<file path="src/hdl/nrb_pkg.sv">
// ----------------------------------------------------------------------------
// nrb_pkg
// Shared types and constants for the adapter ring bookkeeping block: command
// and outcome codes, link speed codes, config indices, the input and result words, and ring geometry.
// ----------------------------------------------------------------------------
package nrb_pkg;

  localparam int NUM_DESC = 4;
  localparam int IDX_W    = $clog2(NUM_DESC);
  localparam int CNT_W    = $clog2(NUM_DESC + 1);

  localparam int RING_W         = 17;
  localparam int RING_BASE      = 8192;
  localparam logic [15:0] COPYING_MARK = 16'hFFF0;
  localparam logic [15:0] RX_HDR_LEN   = 16'd4;
  localparam logic [15:0] PTR_BACKOFF  = 16'd16;
  localparam logic [5:0]  THRESH_START = 6'd4;
  localparam logic [1:0]  RING_CODE_RST   = 2'd3;
  localparam logic [5:0]  THRESH_LIMIT_RST = 6'd47;

  localparam int CFG_IDX_W = 1;
  localparam int CFG_DATA_W = 6;
  localparam logic [CFG_IDX_W-1:0] CFG_RING_SIZE   = 1'b0;
  localparam logic [CFG_IDX_W-1:0] CFG_THRESH_LIMIT = 1'b1;

  typedef enum logic [2:0] {
    CMD_TX_ENQ    = 3'd0,
    CMD_TX_STATUS = 3'd1,
    CMD_RX_HEADER = 3'd2,
    CMD_LOAD_PTR  = 3'd3,
    CMD_LINK      = 3'd4,
    CMD_REINIT    = 3'd5
  } cmd_e;

  typedef enum logic [2:0] {
    OUT_DONE       = 3'd0,
    OUT_RING_FULL  = 3'd1,
    OUT_NONE_DONE  = 3'd2,
    OUT_COPYING    = 3'd3,
    OUT_RX_RESET   = 3'd4,
    OUT_NO_CHANGE  = 3'd5
  } outcome_e;

  typedef enum logic [1:0] {
    SPEED_UNKNOWN = 2'd0,
    SPEED_10      = 2'd1,
    SPEED_100     = 2'd2
  } speed_e;

  typedef struct packed {
    logic [2:0]  cmd;
    logic [12:0] pkt_size;
    logic [1:0]  addr_low;
    logic [31:0] tx_word;
    logic [15:0] rx_status;
    logic [15:0] rx_length;
    logic [15:0] pointer_value;
    logic [7:0]  media_status;
  } in_item_t;

  typedef struct packed {
    logic [2:0]  outcome;
    logic [1:0]  desc_index;
    logic [21:0] tsd_word;
    logic        in_place;
    logic        tx_error;
    logic [15:0] data_offset;
    logic [15:0] first_len;
    logic [15:0] second_len;
    logic [15:0] pointer_write;
    logic [2:0]  error_class;
    logic        speed_changed;
    logic        speed_fast;
  } out_item_t;

endpackage

</file>
<file path="src/hdl/nic_ring_bookkeeping_core.sv">
// ----------------------------------------------------------------------------
// nic_ring_bookkeeping_core
// Host-side bookkeeping for a transmit descriptor ring and a receive byte ring.
//
//   Channel  Direction  Handshake          Payload
//   in_      input      in_valid/in_ready  nrb_pkg::in_item_t
//   out_     output     out_valid/out_ready nrb_pkg::out_item_t
//   cfg_     input      cfg_wr_en          cfg_index, cfg_wdata
//
// An accepted word sits in the input register and, as soon as the result
// register is free, is decoded, applied to the ring state and captured in the
// result register. With no stall, a word passes through the input register and
// then the result register; one word per cycle is sustained while out_ready stays high. The input register keeps
// loading while a result waits if it is empty, and stalls only when both registers are full
// and out_ready is low. Reset is synchronous and returns the valid flags, configuration and ring
// state to their initial values.
// ----------------------------------------------------------------------------
module nic_ring_bookkeeping_core (
  input  logic                               clk,
  input  logic                               rst_n,
  input  logic                               in_valid,
  output logic                               in_ready,
  input  nrb_pkg::in_item_t                  in_data,
  output logic                               out_valid,
  input  logic                               out_ready,
  output nrb_pkg::out_item_t                 out_data,
  input  logic                               cfg_wr_en,
  input  logic [nrb_pkg::CFG_IDX_W-1:0]      cfg_index,
  input  logic [nrb_pkg::CFG_DATA_W-1:0]     cfg_wdata
);

  logic               s1_valid_r, s1_valid_nxt;
  nrb_pkg::in_item_t  s1_item_r;
  logic               out_valid_r, out_valid_nxt;
  nrb_pkg::out_item_t out_item_r, res_mux;
  nrb_pkg::out_item_t tx_res, rx_res, link_res;
  logic [1:0]         ring_code_r;
  logic [5:0]         thr_limit_r;
  logic               adv, fire;

  assign adv       = !out_valid_r || out_ready;
  assign fire      = s1_valid_r && adv;
  assign in_ready  = !s1_valid_r || adv;
  assign out_valid = out_valid_r;
  assign out_data  = out_item_r;

  nrb_tx u_tx (
    .clk             (clk),
    .rst_n           (rst_n),
    .fire            (fire),
    .item            (s1_item_r),
    .threshold_limit (thr_limit_r),
    .res             (tx_res)
  );

  nrb_rx u_rx (
    .clk            (clk),
    .rst_n          (rst_n),
    .fire           (fire),
    .item           (s1_item_r),
    .ring_size_code (ring_code_r),
    .res            (rx_res)
  );

  nrb_link u_link (
    .clk   (clk),
    .rst_n (rst_n),
    .fire  (fire),
    .item  (s1_item_r),
    .res   (link_res)
  );

  always_comb begin
    res_mux = '0;
    res_mux.outcome = nrb_pkg::OUT_NO_CHANGE;
    case (s1_item_r.cmd)
      nrb_pkg::CMD_TX_ENQ, nrb_pkg::CMD_TX_STATUS, nrb_pkg::CMD_REINIT: begin
        res_mux = tx_res;
      end
      nrb_pkg::CMD_RX_HEADER, nrb_pkg::CMD_LOAD_PTR: begin
        res_mux = rx_res;
      end
      nrb_pkg::CMD_LINK: begin
        res_mux = link_res;
      end
      default: begin
        res_mux.outcome = nrb_pkg::OUT_NO_CHANGE;
      end
    endcase
  end

  always_comb begin
    s1_valid_nxt  = in_ready ? in_valid : s1_valid_r;
    out_valid_nxt = adv ? s1_valid_r : out_valid_r;
  end

  always_ff @(posedge clk) begin
    if (!rst_n) begin
      s1_valid_r  <= 1'b0;
      out_valid_r <= 1'b0;
      ring_code_r <= nrb_pkg::RING_CODE_RST;
      thr_limit_r <= nrb_pkg::THRESH_LIMIT_RST;
    end else begin
      s1_valid_r  <= s1_valid_nxt;
      out_valid_r <= out_valid_nxt;
      if (cfg_wr_en) begin
        case (cfg_index)
          nrb_pkg::CFG_RING_SIZE: begin
            ring_code_r <= cfg_wdata[1:0];
          end
          nrb_pkg::CFG_THRESH_LIMIT: begin
            thr_limit_r <= cfg_wdata[5:0];
          end
          default: begin
            ring_code_r <= ring_code_r;
          end
        endcase
      end
    end
  end

  always_ff @(posedge clk) begin
    if (in_valid && in_ready) begin
      s1_item_r <= in_data;
    end
    if (fire) begin
      out_item_r <= res_mux;
    end
  end

endmodule

</file>
<file path="src/hdl/nrb_tx.sv">
// ----------------------------------------------------------------------------
// nrb_tx
// Transmit descriptor ring: claims descriptors on enqueue, retires the oldest
// on a status word, tunes the early transmit threshold on underrun, and resets on reinit.
// ----------------------------------------------------------------------------
module nrb_tx (
  input  logic              clk,
  input  logic              rst_n,
  input  logic              fire,
  input  nrb_pkg::in_item_t item,
  input  logic [5:0]        threshold_limit,
  output nrb_pkg::out_item_t res
);

  logic [nrb_pkg::IDX_W-1:0]    head_r, head_nxt, tail_r, tail_nxt;
  logic [nrb_pkg::CNT_W-1:0]    busy_r, busy_nxt;
  logic [5:0]                   thr_r, thr_nxt;
  logic [nrb_pkg::NUM_DESC-1:0] held_r, held_nxt;
  logic full, retire_ok, aligned;
  logic [nrb_pkg::IDX_W-1:0] head_inc, tail_inc;

  assign full      = (busy_r == nrb_pkg::CNT_W'(nrb_pkg::NUM_DESC));
  assign retire_ok = (busy_r != '0) &&
                     (item.tx_word[30] || item.tx_word[15] || item.tx_word[14]);
  assign aligned   = (item.addr_low == 2'd0);
  assign head_inc  = (head_r == nrb_pkg::IDX_W'(nrb_pkg::NUM_DESC - 1)) ?
                     '0 : head_r + 1'b1;
  assign tail_inc  = (tail_r == nrb_pkg::IDX_W'(nrb_pkg::NUM_DESC - 1)) ?
                     '0 : tail_r + 1'b1;

  always_comb begin
    head_nxt = head_r;
    tail_nxt = tail_r;
    busy_nxt = busy_r;
    thr_nxt  = thr_r;
    held_nxt = held_r;
    res      = '0;
    res.outcome = nrb_pkg::OUT_NO_CHANGE;
    case (item.cmd)
      nrb_pkg::CMD_TX_ENQ: begin
        if (full) begin
          res.outcome = nrb_pkg::OUT_RING_FULL;
        end else begin
          res.outcome    = nrb_pkg::OUT_DONE;
          res.desc_index = 2'(head_r);
          res.tsd_word   = {thr_r, 3'b000, item.pkt_size};
          res.in_place   = aligned;
          if (fire) begin
            held_nxt[head_r] = aligned;
            busy_nxt = busy_r + 1'b1;
            head_nxt = head_inc;
          end
        end
      end
      nrb_pkg::CMD_TX_STATUS: begin
        if (!retire_ok) begin
          res.outcome = nrb_pkg::OUT_NONE_DONE;
        end else begin
          res.outcome    = nrb_pkg::OUT_DONE;
          res.desc_index = 2'(tail_r);
          res.in_place   = held_r[tail_r];
          res.tx_error   = !item.tx_word[15];
          if (fire) begin
            if (!item.tx_word[15] && item.tx_word[14] && (thr_r < threshold_limit)) begin
              thr_nxt = thr_r + 1'b1;
            end
            held_nxt[tail_r] = 1'b0;
            busy_nxt = busy_r - 1'b1;
            tail_nxt = tail_inc;
          end
        end
      end
      nrb_pkg::CMD_REINIT: begin
        res.outcome = nrb_pkg::OUT_DONE;
        if (fire) begin
          head_nxt = '0;
          tail_nxt = '0;
          busy_nxt = '0;
          thr_nxt  = nrb_pkg::THRESH_START;
          held_nxt = '0;
        end
      end
      default: begin
        res.outcome = nrb_pkg::OUT_NO_CHANGE;
      end
    endcase
  end

  always_ff @(posedge clk) begin
    if (!rst_n) begin
      head_r <= '0;
      tail_r <= '0;
      busy_r <= '0;
      thr_r  <= nrb_pkg::THRESH_START;
      held_r <= '0;
    end else begin
      head_r <= head_nxt;
      tail_r <= tail_nxt;
      busy_r <= busy_nxt;
      thr_r  <= thr_nxt;
      held_r <= held_nxt;
    end
  end

endmodule

</file>
<file path="src/hdl/nrb_rx.sv">
// ----------------------------------------------------------------------------
// nrb_rx
// Receive ring read pointer: splits a packet at the ring wrap, advances and
// rounds the read offset, loads it from a pointer value, and classifies bad headers.
// ----------------------------------------------------------------------------
module nrb_rx (
  input  logic              clk,
  input  logic              rst_n,
  input  logic              fire,
  input  nrb_pkg::in_item_t item,
  input  logic [1:0]        ring_size_code,
  output nrb_pkg::out_item_t res
);

  logic [15:0] rd_off_r, rd_off_nxt;
  logic [nrb_pkg::RING_W-1:0] ring_len, sum, seg, rnd_sum, load_sum, off_sum;
  logic [15:0] mask, off, next_off, rounded, load_off;
  logic wrap;
  logic [2:0] ec;

  assign ring_len = nrb_pkg::RING_W'(nrb_pkg::RING_BASE) << ring_size_code;
  assign mask     = 16'(ring_len - 1'b1);
  assign off_sum  = nrb_pkg::RING_W'(rd_off_r & mask) + nrb_pkg::RING_W'(nrb_pkg::RX_HDR_LEN);
  assign off      = 16'(off_sum) & mask;
  assign sum      = nrb_pkg::RING_W'(off) + nrb_pkg::RING_W'(item.rx_length);
  assign wrap     = (sum >= ring_len);
  assign seg      = ring_len - nrb_pkg::RING_W'(off);
  assign next_off = 16'(sum) & mask;
  assign rnd_sum  = nrb_pkg::RING_W'(next_off) + nrb_pkg::RING_W'(3);
  assign rounded  = {rnd_sum[15:2], 2'b00} & mask;
  assign load_sum = nrb_pkg::RING_W'(item.pointer_value) +
                    nrb_pkg::RING_W'(nrb_pkg::PTR_BACKOFF);
  assign load_off = 16'(load_sum) & mask;
  assign ec = {(item.rx_status[4] || item.rx_status[3]),
               item.rx_status[2],
               (item.rx_status[5] || item.rx_status[1])};

  always_comb begin
    rd_off_nxt  = rd_off_r;
    res         = '0;
    res.outcome = nrb_pkg::OUT_NO_CHANGE;
    case (item.cmd)
      nrb_pkg::CMD_RX_HEADER: begin
        if (item.rx_length == nrb_pkg::COPYING_MARK) begin
          res.outcome = nrb_pkg::OUT_COPYING;
        end else if (!item.rx_status[0]) begin
          res.outcome     = nrb_pkg::OUT_RX_RESET;
          res.error_class = ec;
        end else begin
          res.outcome       = nrb_pkg::OUT_DONE;
          res.data_offset   = off;
          res.first_len     = wrap ? 16'(seg) : item.rx_length;
          res.second_len    = wrap ? 16'(nrb_pkg::RING_W'(item.rx_length) - seg) : 16'd0;
          res.pointer_write = rounded - nrb_pkg::PTR_BACKOFF;
          if (fire) begin
            rd_off_nxt = rounded;
          end
        end
      end
      nrb_pkg::CMD_LOAD_PTR: begin
        res.outcome = nrb_pkg::OUT_DONE;
        if (fire) begin
          rd_off_nxt = load_off;
        end
      end
      nrb_pkg::CMD_REINIT: begin
        res.outcome = nrb_pkg::OUT_DONE;
        if (fire) begin
          rd_off_nxt = '0;
        end
      end
      default: begin
        res.outcome = nrb_pkg::OUT_NO_CHANGE;
      end
    endcase
  end

  always_ff @(posedge clk) begin
    if (!rst_n) begin
      rd_off_r <= '0;
    end else begin
      rd_off_r <= rd_off_nxt;
    end
  end

endmodule

</file>
<file path="src/hdl/nrb_link.sv">
// ----------------------------------------------------------------------------
// nrb_link
// Link speed tracker: follows the media status byte and reports changes.
// ----------------------------------------------------------------------------
module nrb_link (
  input  logic              clk,
  input  logic              rst_n,
  input  logic              fire,
  input  nrb_pkg::in_item_t item,
  output nrb_pkg::out_item_t res
);

  nrb_pkg::speed_e speed_r, speed_nxt, speed_new;
  logic changed;

  always_comb begin
    speed_new = speed_r;
    changed   = 1'b0;
    if (!item.media_status[2]) begin
      if (!item.media_status[3] && (speed_r != nrb_pkg::SPEED_100)) begin
        speed_new = nrb_pkg::SPEED_100;
        changed   = 1'b1;
      end else if (item.media_status[3] && (speed_r != nrb_pkg::SPEED_10)) begin
        speed_new = nrb_pkg::SPEED_10;
        changed   = 1'b1;
      end
    end
  end

  always_comb begin
    speed_nxt = speed_r;
    res       = '0;
    res.outcome = nrb_pkg::OUT_NO_CHANGE;
    if (item.cmd == nrb_pkg::CMD_LINK) begin
      res.outcome       = changed ? nrb_pkg::OUT_DONE : nrb_pkg::OUT_NO_CHANGE;
      res.speed_changed = changed;
      res.speed_fast    = (speed_new == nrb_pkg::SPEED_100);
      if (fire) begin
        speed_nxt = speed_new;
      end
    end
  end

  always_ff @(posedge clk) begin
    if (!rst_n) begin
      speed_r <= nrb_pkg::SPEED_UNKNOWN;
    end else begin
      speed_r <= speed_nxt;
    end
  end

endmodule
</file>
<file path="config.mk">
export PLATFORM = sky130hd
export DESIGN_NAME = nic_ring_bookkeeping_core
export DESIGN_NICKNAME = d
export VERILOG_FILES = /design/src/hdl/nrb_pkg.sv /design/src/hdl/nic_ring_bookkeeping_core.sv /design/src/hdl/nrb_tx.sv /design/src/hdl/nrb_rx.sv /design/src/hdl/nrb_link.sv
export SDC_FILE = /design/constraint.sdc
export NUM_CORES = 1
export LEC_CHECK = 0
export BUFFER_PORTS_ARGS = -buffer_cell sky130_fd_sc_hd__buf_2
export CORE_UTILIZATION = 45
export DETAILED_ROUTE_END_ITERATION = 10
export GPL_TIMING_DRIVEN = 0
export HOLD_SLACK_MARGIN = 0.1
export SLEW_MARGIN = 10
export SYNTH_ARGS = -nofsm -noshare
export SYNTH_HDL_FRONTEND = slang
export SYNTH_HIERARCHICAL = 1
export SYNTH_SLANG_ARGS = --single-unit
export TNS_END_PERCENT = 1
</file>
<file path="constraint.sdc">
create_clock -name clk -period 9.29 [get_ports clk]
set_clock_uncertainty 0.15 [all_clocks]
set_input_delay 1.3935 -clock clk [delete_from_list [all_inputs] [get_ports clk]]
set_output_delay 1.3935 -clock clk [all_outputs]
set_load 0.01 [all_outputs]
</file>
==> flow_summary.ini <==
[global_route]
grt_pass1_wl_um = 66900
grt_max_degree = 34
overflow = 0
grt_pass1_vias = 12210
antenna_found_initial = 1
track_usage = 0.2343

[job]
max_cap_violations = 0

[clock_network]
cts-root-buf = clkbuf_16
path_clk_slew_ns = 0.06
cts_buffers = 24
cts_sinks = 204
cts_resized = 0
clock_latency_ns = 0.55
postCtsSetupBuffers = 0
cts.htree.levels = 1
cts_tree = yes
cts.path.max_buffers = 3
cts_hold_buf = 0

[sta]
worst_slack_ns = 3.170
max_freq_ghz = 0.1634
drv_slew = 0
setup_violations = 0
final-hold-violation-count = 0
worst_pin_slew_ns = 0.9039
slew_headroom = 0.3918
grt_setup_unrepaired = false
period_share = 0.6588
hold_slack_ns = 0.3374
period_minus_slack_ns = 6.120

[layout]
fin_cells = 2522
multiInputGateArea_mm2 = 0.008551
fillers = 3277
area_delta_synth_final_pct = 19.34
drive_above_1_share = 0.2371
seq_area_mm2 = 0.005675
final_nets = 2224
antenna_cells = 0

[power]
p_leak_nw = 8.230
vdd_drop_max_mv = 0.1428
p_per_area_mw_per_mm2 = 133.2

[detailed_routing]
drt_pass1_iterations = 4
drt-wirelength-per-cell_um = 16.87
drt-initial-drc-count = 647
vias = 12920
drc = 0
viasPerCell = 5.122
ant_nets = 0
wirelength_um = 42540

[setup_path]
rrSetupSlack_ns = 3.17
r2r-start = u_rx/rd_off_r[2]
crit_start = u_rx/rd_off_r[2]
start_kind = register
cp_data_arrival_time_ns = 6.32
required_ns = 9.49
endpoint_kind = register
critPathKind = reg2reg
critical_path_peak_fanout = 10
reg2reg_depth = 22

[floorplanning]
fp-row-count = 68
io_pins = 218
die_h_um = 191.3
core-area_mm2 = 0.03488
die-area_mm2 = 0.03658
die_x_um = 191.3
start_util = 0.4621

[placement]
dp_slack_ns = 3.302
port-buffer-count = 172
dpl.hpwl_um = 32410
placed_cells = 2478
gp_congestion = 0.8786

[status]
status = finished clean

[synth]
synthCells = 1651
yosysWarningCount = 6
syn-cell-area_mm2 = 0.01612
avgSynthCellArea_um2 = 9.763

[hold_path]
hold_class = reg2reg
hold_depth = 2
placed cells by master, fill, tap and decap left out, types with 45 or more instances in the layout:
| cell type | instances |
|---|---|
| a21oi_1 | 48 |
| buf_2 | 185 |
| buf_4 | 201 |
| clkbuf_1 | 61 |
| conb_1 | 196 |
| dfxtp_1 | 45 |
| edfxtp_1 | 159 |
| ha_1 | 54 |
| inv_1 | 147 |
| mux2i_1 | 104 |
| nand2_1 | 61 |
| nand4bb_1 | 56 |
| nor2_1 | 119 |
| o221ai_1 | 99 |
| xnor2_1 | 45 |
worst max-delay path, stage by stage, from the launching register on:
cell,delay [ns]
dfxtp_1,0.33
clkbuf_1,0.43
and2_1,0.26
nand3_1,0.10
xor2_1,0.48
inv_1,0.14
ha_1,0.29
clkbuf_1,0.20
a2111oi_0,0.56
a21oi_2,0.21
mux2i_1,0.28
nand2_1,0.14
ha_1,0.30
o21a_1,0.11
o21ai_0,0.08
nand2b_1,0.13
a21o_1,0.13
clkbuf_1,0.38
clkbuf_1,0.49
nand2_1,0.10
a21oi_1,0.30
mux2i_1,0.13
o221ai_1,0.21
power breakdown:
| part | switching [mW] | internal [mW] |
|---|---|---|
| Clock | 0.394 | 0.531 |
| Combinational | 0.314 | 0.252 |
| Sequential | 0.0296 | 1.04 |
path summary, 6_finish.rpt:
| kind | endpoint |
|---|---|
| worst min register to register | register |
| worst min-delay path | register |
| worst max register to register | out_data[37] |
| worst max-delay path | out_data[37] |
metrics by stage:
step	utilization	setup TNS, ns	instance area [um2]	power (mW)
2_1_floorplan	-	0	16840	1.492
3_3_place_gp	0.5239	-57.74	18270	1.636
3_5_place_dp	0.5293	0	18460	1.643
4_1_cts	0.5515	0	19240	2.578
5_1_grt	0.5515	0	19240	2.678
6_report	0.5515	0	19240	2.562
cell type report:
cell class              count  share of cell area
plain buffers             293              0.1082
clock buffers              26             0.03161
clock inverters            18            0.008650
inverters                 148             0.02888
multi-input cells        1199              0.4445
flip-flops and latches    204              0.2950
well taps                 455             0.02959
repair buffers            179             0.05359
registers in the layout, indices dropped and copies added (netlist names), named ones only:
name / flops
out_data: 98
s1_item_r: 61
u_rx/rd_off_r: 16
thr_limit_r: 6
u_tx/thr_r: 6
u_tx/busy_r: 3
ring_code_r: 2
u_link/speed_r: 2
u_tx/head_r: 2
u_tx/tail_r: 2
out_valid: 1
s1_valid_r: 1
layer usage:
metal  share of wire  track usage
met4           0.028      0.06685
met2            0.45       0.3775
met3           0.042      0.02387
met1            0.48       0.3313
met5               0            0
(Power assumes the default switching activity.)
